## src/rtl/lstc_pkg.sv

```systemverilog
`timescale 1ns / 1ps

package lstc_pkg;

  // Snapshot queue geometry
  localparam int QUEUE_DEPTH = 16;
  localparam int QW          = (QUEUE_DEPTH > 1) ? $clog2(QUEUE_DEPTH) : 1;
  localparam int FW          = $clog2(QUEUE_DEPTH + 1);

  // Operation codes
  localparam logic OP_CORRECT = 1'b0;
  localparam logic OP_RECORD  = 1'b1;

  // Kernel leap states that change a timestamp
  localparam logic [2:0] LS_INSERT   = 3'd1;
  localparam logic [2:0] LS_IN_PROG  = 3'd3;
  localparam logic [2:0] LS_WAIT     = 3'd4;

  // Arithmetic constants
  localparam logic [16:0] SEC_PER_DAY  = 17'd86400;
  localparam logic [16:0] LAST_SEC     = 17'd86399;
  localparam logic [13:0] FOLD_MUL     = 14'd11776;       // 2^20 mod 86400
  localparam logic [15:0] DAY_RECIP    = 16'd49710;       // floor(2^32 / 86400)
  localparam logic [30:0] DIV1000_MUL  = 31'd1099511628;  // ceil(2^40 / 1000)
  localparam logic [19:0] MAX_USEC     = 20'd999999;
  localparam logic [30:0] LEAP_IND     = 31'd1000000000;

  // Sequencer timing: cycles after acceptance until datapath results settle
  localparam int         CNT_W     = 3;
  localparam logic [2:0] REC_DONE  = 3'd2;
  localparam logic [2:0] CORR_DONE = 3'd6;

  typedef enum logic [1:0] {
    ST_IDLE,
    ST_REC,
    ST_CORR
  } lstc_state_t;

  typedef struct packed {
    logic [47:0] index;
    logic [39:0] sec;
    logic [19:0] usec;
    logic [2:0]  state;
  } lstc_snap_t;

  typedef struct packed {
    logic load;   // capture input item
    logic count;  // advance running count
    logic push;   // store snapshot
    logic pop;    // drop queue front
    logic emit;   // register a result
  } lstc_cmd_t;

  typedef struct packed {
    logic pop_needed;
    logic queue_empty;
    logic queue_full;
    logic out_valid;
    logic overflow;
  } lstc_status_t;

endpackage

```

## src/rtl/lstc_ctrl.sv

```systemverilog
`timescale 1ns / 1ps

module lstc_ctrl
  import lstc_pkg::*;
(
  input  logic         clk,
  input  logic         rst_n,
  input  logic         in_valid,
  input  logic         in_op,
  input  logic         out_ready,
  input  lstc_status_t st,
  output logic         in_ready,
  output lstc_cmd_t    cmd
);

  lstc_state_t      state_r, state_nxt;
  logic [CNT_W-1:0] cnt_r, cnt_nxt;
  logic             corr_done;

  // Result may leave once arithmetic has settled, the queue is trimmed and
  // the output register is free
  assign corr_done = (cnt_r >= CORR_DONE) && !st.pop_needed &&
                     (!st.out_valid || out_ready);

  // Next state
  always_comb begin
    state_nxt = state_r;
    case (state_r)
      ST_IDLE: begin
        if (in_valid) begin
          state_nxt = (in_op == OP_RECORD) ? ST_REC : ST_CORR;
        end
      end
      ST_REC: begin
        if (cnt_r == REC_DONE) begin
          state_nxt = ST_IDLE;
        end
      end
      ST_CORR: begin
        if (corr_done) begin
          state_nxt = ST_IDLE;
        end
      end
      default: state_nxt = ST_IDLE;
    endcase
  end

  // Settling counter: clear while idle, saturate at the longest wait
  always_comb begin
    if (state_r == ST_IDLE) begin
      cnt_nxt = '0;
    end else if (cnt_r < CORR_DONE) begin
      cnt_nxt = cnt_r + 1'b1;
    end else begin
      cnt_nxt = cnt_r;
    end
  end

  // Commands
  always_comb begin
    in_ready  = 1'b0;
    cmd       = '0;
    case (state_r)
      ST_IDLE: begin
        in_ready  = 1'b1;
        cmd.load  = in_valid;
        cmd.count = in_valid && (in_op == OP_CORRECT);
      end
      ST_REC: begin
        cmd.push = (cnt_r == REC_DONE);
      end
      ST_CORR: begin
        cmd.pop  = st.pop_needed;
        cmd.emit = corr_done;
      end
      default: begin
        in_ready = 1'b0;
      end
    endcase
  end

  always_ff @(posedge clk) begin
    if (!rst_n) begin
      state_r <= ST_IDLE;
      cnt_r   <= '0;
    end else begin
      state_r <= state_nxt;
      cnt_r   <= cnt_nxt;
    end
  end

endmodule

```

## config.mk

```make
export PLATFORM = sky130hd
export DESIGN_NAME = lstc_ctrl
export DESIGN_NICKNAME = d
export VERILOG_FILES = /design/src/rtl/lstc_pkg.sv /design/src/rtl/lstc_ctrl.sv
export SDC_FILE = /design/constraint.sdc
export NUM_CORES = 1
export LEC_CHECK = 0
export BUFFER_PORTS_ARGS = -buffer_cell sky130_fd_sc_hd__buf_2
export CAP_MARGIN = 20
export CORE_AREA = 3 3 40 42
export CTS_BUF_LIST = sky130_fd_sc_hd__clkbuf_16
export CTS_CLUSTER_DIAMETER = 80
export DETAILED_ROUTE_END_ITERATION = 8
export DIE_AREA = 0 0 43 45
export PLACE_DENSITY = 0.49
export SLEW_MARGIN = 25
export SYNTH_ARGS = -nofsm -noshare
export SYNTH_HDL_FRONTEND = slang
export SYNTH_SLANG_ARGS = --single-unit
export TNS_END_PERCENT = 30
```

## constraint.sdc

```tcl
create_clock -name clk -period 1.1 [get_ports clk]
set_input_delay 0.22 -clock clk [delete_from_list [all_inputs] [get_ports clk]]
set_output_delay 0.22 -clock clk [all_outputs]
set_load 0.02 [all_outputs]
```

==> impl_results.md <==
* Synth Register Bits at 5
* Fmax at 750 MHz
* Drt via density at 4.25
* CP Capture Type: output pin
* Post-synth EDFFs at 0
* Via count at 310
* Hold depth at 2
* Synth Flop Type: dfxtp_1
* WP data arrival at 1.11 ns
* Post-synth cell types at 19
* Synth top cells by count: dfxtp_1, nor2_1, a21oi_1, nand2b_1, nor3b_1
* Vias in the first global route at 309
* Post-synth top area share at 0.340
* Post-Route WL at 719 µm
* Register area share after synthesis at 0.340
* DPL Wire Length at 552 µm
* H-tree levels at 1
* Number of cell rows at 13
* Hold Crit Class: primary input to flip-flop
* MaxCap Viol Count at 0
* Clock network fraction of total power at 0.631
* Slew @ Worst Pin at 0.266 ns
* Root Driver: clkbuf_16
* Iteration count of the initial detailed-routing pass at 2
* Final clock skew at 0.00202 ns
* Internal Power at 0.739 mW
* First-pass GRT wire length at 1280 µm
* Post-Layout Cell Count at 73
* Syn. warnings at 0
* Post-Place Setup Slack at -0.139 ns
* Switch Pwr at 0.189 mW
* Final core area utilization at 0.465
* Avg WL per Cell at 9.85 µm
* LEAKAGE at 0.257 nW
* Worst reg2reg path depth at 4
* Count of final setup violators at 5
* Die Y at 45 µm
* Drt initial violations at 1
* Crit Path Class: flip-flop to output pin
* Mean post-synth cell area at 8.40 µm²
* Die width at 43 µm
* Rel. slew slack at 0.822
* Combinational share of power at 0.146
* Clock sink total at 5
* Layout area overhead at 103%
* Initial antenna violation count at 0
* Drt drc at 0
* Core area at 1280 µm²
* Maximum vdd drop at 1.09 mV
* Tot Pwr at 0.927 mW
* Ys async rst share at 0
* Synth area leader: dfxtp_1
* CTS clk-pin slew, worst paths at 0.03 ns
* Post-Synthesis Cells at 35
* Max-slew violations at 0
* Failing checks: negative setup slack
* Worst Path Required at 0.88 ns
* Final hold vios at 0
* I/O pin count at 16
* Tot GR Track Use at 0.0967
* Final worst path period share at 1.21
* RSZ-0062 raised after global routing: yes
* Largest net degree at the start of global routing at 9
* Clock Latency Late Sink at 0.23 ns
* CTS max path bufs at 2
* Max Fanout on Critical Path at 2
* Cells taking the most area after synthesis: dfxtp_1, ha_1, nor3b_1, nand2b_1, a21oi_1
* Syn_nets at 47
* Layout cells sized above 1 at 0.655
* Pwr Density at 1550 nW/µm²
* Dpl cells at 70
* Initial Util at 0.229
* Fill cell count at 119
* Hold_buf cts at 0
* Status: finished with violations
* Reg power frac at 0.223
* Total congestion overflow at 0
* Count leader, synth: dfxtp_1
* Final ANT Viol Nets at 0
* Synth Cell Area at 294 µm²
* CTS tree: yes
* Total CTS buffers at 3
* Diode count at 0
* Number of port buffers at 12
* Sw frac at 0.204
* Final WS setup at -0.233 ns
* DIE AREA at 1940 µm²
* Final period demand of the worst path at 1.33 ns
* Final net count at 71
* Startpoint Class: flip-flop
* Routability congestion estimate at 0.641
[path summary, 6_finish.rpt]
kind	end	slack [ns]	startpoint
hold / removal	state_r[0]$_SDFFE_PN0P_	0.27	rst_n
setup / recovery	cmd[0]	-0.23	cnt_r[0]$_SDFFE_PP0P_
setup reg to reg	cnt_r[2]$_SDFFE_PP0P_	0.14	state_r[1]$_SDFFE_PN0P_
hold reg to reg	cnt_r[1]$_SDFFE_PP0P_	0.56	cnt_r[1]$_SDFFE_PP0P_
[per-stage QoR]
| step | hold slack (ns) | cell area [µm²] | TNS (ns) |
|---|---|---|---|
| after floorplan | 0.379 | 329 | -0.258 |
| after global placement | 0.512 | 468 | -0.195 |
| final | 0.270 | 598 | -0.825 |
| after detailed placement | 0.511 | 468 | -0.212 |
| after CTS | 0.272 | 598 | -0.881 |
| after global routing | 0.271 | 598 | -1.12 |
[final cells by class]
cell class / instances / area, µm² / area share
Clock buffer: 3 / 75.1 / 0.126
Clock inverter: 1 / 3.75 / 0.00628
Inverter: 2 / 7.51 / 0.0126
Multi-Input combinational cell: 28 / 251 / 0.421
Sequential cell: 5 / 109 / 0.182
Tap cell: 15 / 18.8 / 0.0314
Timing Repair Buffer: 19 / 133 / 0.222
[state kept, by name, summed over array words and instances (netlist names)]
signal / cells
cnt_r: 3
state_r: 2
[cell usage in the layout, fill, tap and decap left out]
master / instances
a21oi_1: 3
and2_4: 1
and2b_1: 1
and3b_1: 1
buf_2: 7
buf_4: 10
buf_6: 2
clkbuf_16: 3
dfxtp_2: 4
dfxtp_4: 1
ha_1: 1
ha_4: 1
inv_1: 1
inv_2: 2
nand2_1: 2
nand2b_1: 2
nand2b_4: 1
nor2_1: 3
nor2_4: 1
nor2b_1: 1
nor2b_4: 1
nor3_1: 1
nor3b_1: 1
nor3b_2: 2
nor4_4: 1
o21ai_0: 1
o21ai_4: 1
o31a_1: 1
xnor2_1: 1
[per-layer routing]
layer	part of all wire	vias up	global-route usage
li1	-	165	-
met1	0.43	133	0.109
met2	0.47	8	0.132
met3	0.068	4	0.0478
met4	0.038	0	0.0904
met5	0	-	0
[power groups by stage]
stage / Sequential [mW] / Combinational, mW / Clock, mW
after global placement: 0.208 / 0.120 / 0
after global routing: 0.209 / 0.148 / 0.625
after floorplan: 0.209 / 0.0661 / 0
after CTS: 0.207 / 0.137 / 0.603
after detailed placement: 0.208 / 0.121 / 0
final: 0.207 / 0.135 / 0.585
[kinds of logic after synthesis]
logic type / share of synthesized area
adder cells (fa/ha/maj): 0.0851
AND/OR/NAND/NOR: 0.404
buffers and inverters: 0.0255
flip-flops: 0.340
AO/OA/AOI/OAI: 0.115
XOR/XNOR: 0.0298
[repair_timing]
item / 4_1_cts / 5_1_grt
setup endpoints to repair: 5 / 6
buffers inserted: 0 / 0
pin swaps: 4 / 0
resized for setup: 19 / 0
[critical path: stages, from the launching register on]
cell     delay, ns
dfxtp_2       0.32
inv_2         0.04
ha_4          0.17
o21ai_4       0.15
nor4_4        0.04
buf_4         0.16
Power figures use the tool's default switching activity.
