<file path="src/rtl/lstc_pkg.sv">
`timescale 1ns / 1ps

package lstc_pkg;

  // Snapshot queue geometry
  localparam int QUEUE_DEPTH = 16;
  localparam int QW          = (QUEUE_DEPTH > 1) ? $clog2(QUEUE_DEPTH) : 1;
  localparam int FW          = $clog2(QUEUE_DEPTH + 1);

  // Operation codes
  localparam logic OP_CORRECT = 1'b0;
  localparam logic OP_RECORD  = 1'b1;

  // Kernel leap states that change a timestamp
  localparam logic [2:0] LS_INSERT   = 3'd1;
  localparam logic [2:0] LS_IN_PROG  = 3'd3;
  localparam logic [2:0] LS_WAIT     = 3'd4;

  // Arithmetic constants
  localparam logic [16:0] SEC_PER_DAY  = 17'd86400;
  localparam logic [16:0] LAST_SEC     = 17'd86399;
  localparam logic [13:0] FOLD_MUL     = 14'd11776;       // 2^20 mod 86400
  localparam logic [15:0] DAY_RECIP    = 16'd49710;       // floor(2^32 / 86400)
  localparam logic [30:0] DIV1000_MUL  = 31'd1099511628;  // ceil(2^40 / 1000)
  localparam logic [19:0] MAX_USEC     = 20'd999999;
  localparam logic [30:0] LEAP_IND     = 31'd1000000000;

  // Sequencer timing: cycles after acceptance until datapath results settle
  localparam int         CNT_W     = 3;
  localparam logic [2:0] REC_DONE  = 3'd2;
  localparam logic [2:0] CORR_DONE = 3'd6;

  typedef enum logic [1:0] {
    ST_IDLE,
    ST_REC,
    ST_CORR
  } lstc_state_t;

  typedef struct packed {
    logic [47:0] index;
    logic [39:0] sec;
    logic [19:0] usec;
    logic [2:0]  state;
  } lstc_snap_t;

  typedef struct packed {
    logic load;   // capture input item
    logic count;  // advance running count
    logic push;   // store snapshot
    logic pop;    // drop queue front
    logic emit;   // register a result
  } lstc_cmd_t;

  typedef struct packed {
    logic pop_needed;
    logic queue_empty;
    logic queue_full;
    logic out_valid;
    logic overflow;
  } lstc_status_t;

endpackage

</file>
<file path="src/rtl/lstc_dp.sv">
`timescale 1ns / 1ps

module lstc_dp
  import lstc_pkg::*;
(
  input  logic         clk,
  input  logic         rst_n,
  input  lstc_cmd_t    cmd,
  input  logic [39:0]  in_ts_sec,
  input  logic [29:0]  in_ts_nsec,
  input  logic [47:0]  in_rec_index,
  input  logic [39:0]  in_clk_sec,
  input  logic [29:0]  in_clk_frac,
  input  logic         in_clk_nano,
  input  logic [2:0]   in_clk_state,
  input  logic         out_ready,
  output lstc_status_t st,
  output logic         out_valid,
  output logic [39:0]  out_sec,
  output logic [30:0]  out_nsec,
  output logic         out_leap_marked,
  output logic         out_overflow_seen
);

  // Captured item
  logic [39:0] ts_sec_r;
  logic [29:0] ts_nsec_r;
  logic [47:0] rec_index_r;
  logic [39:0] clk_sec_r;
  logic [29:0] clk_frac_r;
  logic        clk_nano_r;
  logic [2:0]  clk_state_r;

  // Arithmetic pipeline
  logic [33:0] x1_r;
  logic [27:0] x2_r;
  logic [21:0] x3_r, x3d_r;
  logic [37:0] qp_r;
  logic [17:0] r1_r;
  logic        sod_last_r, sod_zero_r;
  logic [60:0] pts_r, pclk_r;
  logic [20:0] tus_r;
  logic [19:0] live_usec_r;
  logic [39:0] sec_m1_r;
  logic [30:0] nsec_p_r;

  logic [21:0] r1_full;
  logic [16:0] sod;
  logic [29:0] usec_raw;

  // Queue
  lstc_snap_t mem [QUEUE_DEPTH];
  lstc_snap_t rd_r;
  logic [QW-1:0] head_r, head_nxt, tail;
  logic [FW-1:0] fill_r;
  logic [QW+1:0] tail_sum;
  logic          ovf_r;
  logic [47:0]   count_r;
  logic          q_empty, q_full;

  // Result
  logic        out_valid_r;
  logic [39:0] out_sec_r;
  logic [30:0] out_nsec_r;
  logic        leap_r, ovf_out_r;

  logic        use_snap, later, leap, back;
  logic [2:0]  rstate;
  logic [39:0] rsec;
  logic [19:0] rusec;

  // Capture item fields
  always_ff @(posedge clk) begin
    if (cmd.load) begin
      ts_sec_r    <= in_ts_sec;
      ts_nsec_r   <= in_ts_nsec;
      rec_index_r <= in_rec_index;
      clk_sec_r   <= in_clk_sec;
      clk_frac_r  <= in_clk_frac;
      clk_nano_r  <= in_clk_nano;
      clk_state_r <= in_clk_state;
    end
  end

  // Second of day: fold the upper bits down three times, then reduce by
  // reciprocal estimate and one corrective subtract
  assign r1_full = x3d_r - 22'(qp_r[37:32]) * 22'(SEC_PER_DAY);
  assign sod     = (r1_r >= 18'(SEC_PER_DAY)) ? 17'(r1_r - 18'(SEC_PER_DAY))
                                              : r1_r[16:0];

  // Microseconds of the live clock fraction
  assign usec_raw = clk_nano_r ? 30'(pclk_r[60:40]) : clk_frac_r;

  always_ff @(posedge clk) begin
    x1_r        <= 34'(ts_sec_r[39:20]) * 34'(FOLD_MUL) + 34'(ts_sec_r[19:0]);
    x2_r        <= 28'(x1_r[33:20]) * 28'(FOLD_MUL) + 28'(x1_r[19:0]);
    x3_r        <= 22'(x2_r[27:20]) * 22'(FOLD_MUL) + 22'(x2_r[19:0]);
    qp_r        <= 38'(x3_r) * 38'(DAY_RECIP);
    x3d_r       <= x3_r;
    r1_r        <= r1_full[17:0];
    sod_last_r  <= (sod == LAST_SEC);
    sod_zero_r  <= (sod == 17'd0);
    pts_r       <= 61'(ts_nsec_r) * 61'(DIV1000_MUL);
    pclk_r      <= 61'(clk_frac_r) * 61'(DIV1000_MUL);
    tus_r       <= pts_r[60:40];
    live_usec_r <= (usec_raw > 30'(MAX_USEC)) ? MAX_USEC : usec_raw[19:0];
    sec_m1_r    <= ts_sec_r - 40'd1;
    nsec_p_r    <= 31'(ts_nsec_r) + LEAP_IND;
  end

  // Queue pointers
  assign q_empty  = (fill_r == '0);
  assign q_full   = (fill_r == FW'(QUEUE_DEPTH));
  assign tail_sum = (QW+2)'(head_r) + (QW+2)'(fill_r);
  assign tail     = (tail_sum >= (QW+2)'(QUEUE_DEPTH)) ?
                    QW'(tail_sum - (QW+2)'(QUEUE_DEPTH)) : tail_sum[QW-1:0];

  always_comb begin
    head_nxt = head_r;
    if (cmd.pop) begin
      head_nxt = (head_r == QW'(QUEUE_DEPTH - 1)) ? '0 : head_r + 1'b1;
    end
  end

  always_ff @(posedge clk) begin
    if (!rst_n) begin
      head_r  <= '0;
      fill_r  <= '0;
      ovf_r   <= 1'b0;
      count_r <= '0;
    end else begin
      head_r <= head_nxt;
      if (cmd.count) begin
        count_r <= count_r + 48'd1;
      end
      if (cmd.push) begin
        if (q_full) begin
          ovf_r <= 1'b1;
        end else begin
          fill_r <= fill_r + 1'b1;
        end
      end else if (cmd.pop) begin
        fill_r <= fill_r - 1'b1;
      end
    end
  end

  // Snapshot store: write at tail, read the next front
  always_ff @(posedge clk) begin
    if (cmd.push && !q_full) begin
      mem[tail] <= '{index: rec_index_r, sec: clk_sec_r,
                     usec: live_usec_r, state: clk_state_r};
    end
    rd_r <= mem[head_nxt];
  end

  // Reference selection and leap rules
  assign use_snap = !q_empty;
  assign rstate   = use_snap ? rd_r.state : clk_state_r;
  assign rsec     = use_snap ? rd_r.sec   : clk_sec_r;
  assign rusec    = use_snap ? rd_r.usec  : live_usec_r;
  assign later    = (ts_sec_r > rsec) ||
                    ((ts_sec_r == rsec) && (tus_r > 21'(rusec)));

  always_comb begin
    leap = 1'b0;
    back = 1'b0;
    case (rstate)
      LS_WAIT: begin
        leap = sod_last_r;
      end
      LS_IN_PROG: begin
        if (later) begin
          leap = sod_zero_r;
          back = sod_zero_r;
        end else begin
          leap = sod_last_r;
        end
      end
      LS_INSERT: begin
        leap = sod_zero_r;
        back = sod_zero_r;
      end
      default: begin
        leap = 1'b0;
      end
    endcase
  end

  // Result register
  always_ff @(posedge clk) begin
    if (!rst_n) begin
      out_valid_r <= 1'b0;
    end else if (cmd.emit) begin
      out_valid_r <= 1'b1;
    end else if (out_ready) begin
      out_valid_r <= 1'b0;
    end
  end

  always_ff @(posedge clk) begin
    if (cmd.emit) begin
      out_sec_r  <= back ? sec_m1_r : ts_sec_r;
      out_nsec_r <= leap ? nsec_p_r : 31'(ts_nsec_r);
      leap_r     <= leap;
      ovf_out_r  <= ovf_r;
    end
  end

  assign st.pop_needed  = !q_empty && (rd_r.index < count_r);
  assign st.queue_empty = q_empty;
  assign st.queue_full  = q_full;
  assign st.out_valid   = out_valid_r;
  assign st.overflow    = ovf_r;

  assign out_valid         = out_valid_r;
  assign out_sec           = out_sec_r;
  assign out_nsec          = out_nsec_r;
  assign out_leap_marked   = leap_r;
  assign out_overflow_seen = ovf_out_r;

endmodule

</file>
<file path="config.mk">
export PLATFORM = sky130hd
export DESIGN_NAME = lstc_dp
export DESIGN_NICKNAME = d
export VERILOG_FILES = /design/src/rtl/lstc_pkg.sv /design/src/rtl/lstc_dp.sv
export SDC_FILE = /design/constraint.sdc
export NUM_CORES = 2
export LEC_CHECK = 0
export ABC_AREA = 1
export BUFFER_PORTS_ARGS = -buffer_cell sky130_fd_sc_hd__buf_2
export CORE_MARGIN = 5
export CORE_UTILIZATION = 60
export CTS_CLUSTER_DIAMETER = 60
export DETAILED_ROUTE_END_ITERATION = 10
export PLACE_DENSITY = 0.81
export SETUP_SLACK_MARGIN = 0.05
export SYNTH_ARGS = -nofsm -noshare
export SYNTH_HDL_FRONTEND = slang
export SYNTH_SLANG_ARGS = --single-unit
export TNS_END_PERCENT = 20
</file>
<file path="constraint.sdc">
create_clock -name clk -period 7.7 [get_ports clk]
set_clock_uncertainty 0.05 [all_clocks]
set_input_delay 1.54 -clock clk [delete_from_list [all_inputs] [get_ports clk]]
set_output_delay 1.54 -clock clk [all_outputs]
set_load 0.01 [all_outputs]
</file>
==> metrics.yaml <==
logic_synthesis:
  avgSynthCellArea_um2: 10.7
  ys.flop_type: "edfxtp_1"
  ys_ff_latch: 2493
  synth_edf_count: 2041
  synthAdderAreaFrac_pct: 21.0
  syn-num-nets: 15300
  synth_compound_area_share_pct: 8.84
  ys_async_sr_fraction_pct: 0
  synth_cell_type_count: 63
  synth_mux_area_share_pct: 0.448
  syn_area_um2: 141000
  synthCells: 13100
  synth_top_family_by_area: "adder cells"
  synth.yosys.seq_area_share_pct: 50.0
  ys_warn_count: 0
  synth_xor_area_share_pct: 1.27
  synthSimpleGateAreaFrac_pct: 9.72
setup_path:
  regToRegSetupSlack_ps: 940
  r2r-start: "ts_nsec_r[9]"
  slowest_delay_ps: 890
  critPathArrivalTime_ps: 7540
  critPathKind: "reg -> reg"
  crit_start: "ts_nsec_r[9]"
  cp_top_family: "adder cells"
  startpoint_type: "register"
  crit_cells: 20
  worstSetupEndpoint: "pts_r[55]"
  timing.rr.end: "pts_r[55]"
  cpMostUsedCell: "fa_1"
  cp_max_fo: 15
  timing.critical_path.required_ps: 8490
  ff2ff_path_depth: 20
  path_cells: "ha_1, ha_1, fa_1, inv_1, fa_1, inv_1, fa_1, fa_1, fa_1, inv_1, fa_1, inv_1, ha_1, nand2_1, nor2_1, nand2_1, o311ai_0, nand3_1, nand2_1, xor2_1"
  worst-path-buf-inv: 4
  critPathSlowestCell: "edfxtp_1"
  critPathCaptureType: "register"
clock_network:
  clk_pin_slew_worst_paths_ps: 60
  cts_made_buffers: 282
  cts_root_buffer: "clkbuf_16"
  postCtsSetupRepairBufs: 0
  cts_buffer_depth: 4
  cts_hold_buf: 0
  numClockSinks: 2493
  clock_latency_ps: 940
  cts_resized: 0
  tritoncts: "built"
  cts_htree_levels: 5
detailed_routing:
  drc: 0
  antenna_left: 0
  wirelength_mm: 359
  vias: 95700
  wl_per_cell_um: 21.4
  drtIter0Drc: 9183
  dr.pass1.iters: 6
  viasPerCell: 5.72
grt:
  grt_first_pass_wirelength_mm: 547
  gr-usage-all-layers_pct: 29.1
  antenna_found_initial: 8
  grt_start_max_net_pins: 237
  grt_pass1_vias: 95900
  gr-total-overflow: 0
floorplanning:
  die-area_um2: 244000
  pin_count: 279
  dieHeight_um: 494
  start_util_pct: 60.4
  chipWidth_um: 494
  rows: 177
  coreArea_um2: 233000
layout:
  drive_gt1_share_pct: 6.36
  syn_to_final_growth_pct: 9.68
  final_cell_mix: "inv_1, edfxtp_1, nand2_1"
  layout.nets: 15500
  final_common_cell: "inv_1"
hold_path:
  hold_start: "pts_r[59]"
  hold_path.class: "reg -> reg"
flow_run:
  drv_cap: 0
placement:
  gp_congestion: 0.962
  port_buffers: 278
  hpwlAfterDp_mm: 230
sta:
  drv_slew: 0
  finalHoldViolations: 0
  worst_pin_slew_ps: 1320
  timing.fmax_ghz: 0.148
  rsz0062_at_grt: "false"
  setup_viol: 0
  finalCriticalPeriod_ps: 6760
  period_share_pct: 87.8
  fin_tns_setup_ps: 0
  slew_headroom_pct: 12.2
status:
  status: "complete, no violations"
-- sequential cells by signal (all words and copies together) (netlist names), 22 cells and up --
register,count
clk_sec_r,40
x2_r,28
ts_sec_r,40
out_nsec,31
mem,1776
rd_r,111
x1_r,34
x3_r,22
rec_index_r,48
count_r,48
ts_nsec_r,30
clk_frac_r,30
sec_m1_r,40
out_sec,40
nsec_p_r,31
-- kinds of logic (layout without fill, tap and decap cells) --
group,Yosys count,count (layout)
flip-flops,2493,2493
buffers and inverters,3199,3646
XOR/XNOR,203,203
AND/OR/NAND/NOR,3287,3287
AO/OA/AOI/OAI,1964,1964
other,0,3
adder cells (fa/ha/maj),1939,1939
multiplexers,63,63
-- stage by stage --
step,instance area [µm²],utilization [%],std cells,hold slack (ps),setup slack (ps)
detailed placement,145000,62.4,16200,262,941
CTS,154000,66.3,16700,272,925
global route,154000,66.3,16700,279,634
finish,154000,66.3,16700,270,943
floorplan,141000,-,13100,260,615
global placement,145000,62.4,16200,259,1010
-- cell type report --
cell class | count | area [µm²]
clock buffers | 368 | 7790
multi-input cells | 7456 | 58300
repair buffers | 369 | 2460
well taps | 3132 | 3920
inverters | 2785 | 10500
clock inverters | 124 | 1130
diodes | 3 | 7.51
flip-flops and latches | 2493 | 70300
fillers | 16800 | 78600
-- per-layer routing --
layer  GRT usage [%]  wire length, µm  up-vias
met5               0               55        -
met4            13.7            18100        8
met3            4.69            29400      942
met2            47.5           170000     4308
met1            38.4           141000    46000
li1                -                -    44500
-- cells in the mapped netlist, types with 4 or more instances --
library cell  count  area, µm²
nor3_2            4       40.0
o211ai_1        674       5060
a21oi_1         550       2750
o21bai_1         18        135
xnor2_1          50        438
dfxtp_1         452       9050
buf_6             9        101
a31oi_1          43        269
nand2_2          10       62.6
ha_1           1233      15400
nor4_1           29        181
a221oi_1          4       35.0
clkbuf_1        213        800
nor2_1          480       1800
o21a_1           18        135
nand3b_1          8       60.1
mux2i_1          63        631
nor3_1           76        380
a21oi_2          26        228
edfxtp_1       2041      61300
a21boi_0          9       67.6
buf_1            20       75.1
buf_2           162        811
and3_1           10       62.6
a21o_1           37        278
nand2_1        1983       7440
inv_2             4       15.0
buf_4             9       67.6
xor2_1          152       1330
fa_1            706      14100
o21ai_0         432       2160
o21ai_1           5       25.0
o2111ai_1         6       52.6
nand3_1         559       2800
inv_1          2779      10400
o221ai_1        117       1020
a211oi_1          9       67.6
nand4_1         100        626
nor2_2            7       43.8
nor3b_1           5       37.5
-- worst min path at each step --
stage                     slack, ps        end  depth (start not counted)
after floorplan                 260    r1_r[0]                          0
after global placement          260    x2_r[5]                          0
after detailed placement        260    r1_r[1]                          0
after CTS                       270  tus_r[19]                          0
after global routing            280  tus_r[20]                          0
final                           270  tus_r[19]                          0
Power is left out: the tool's default activity adds up to more than one toggle a clock period on the data nets, which glitch-free logic cannot reach.
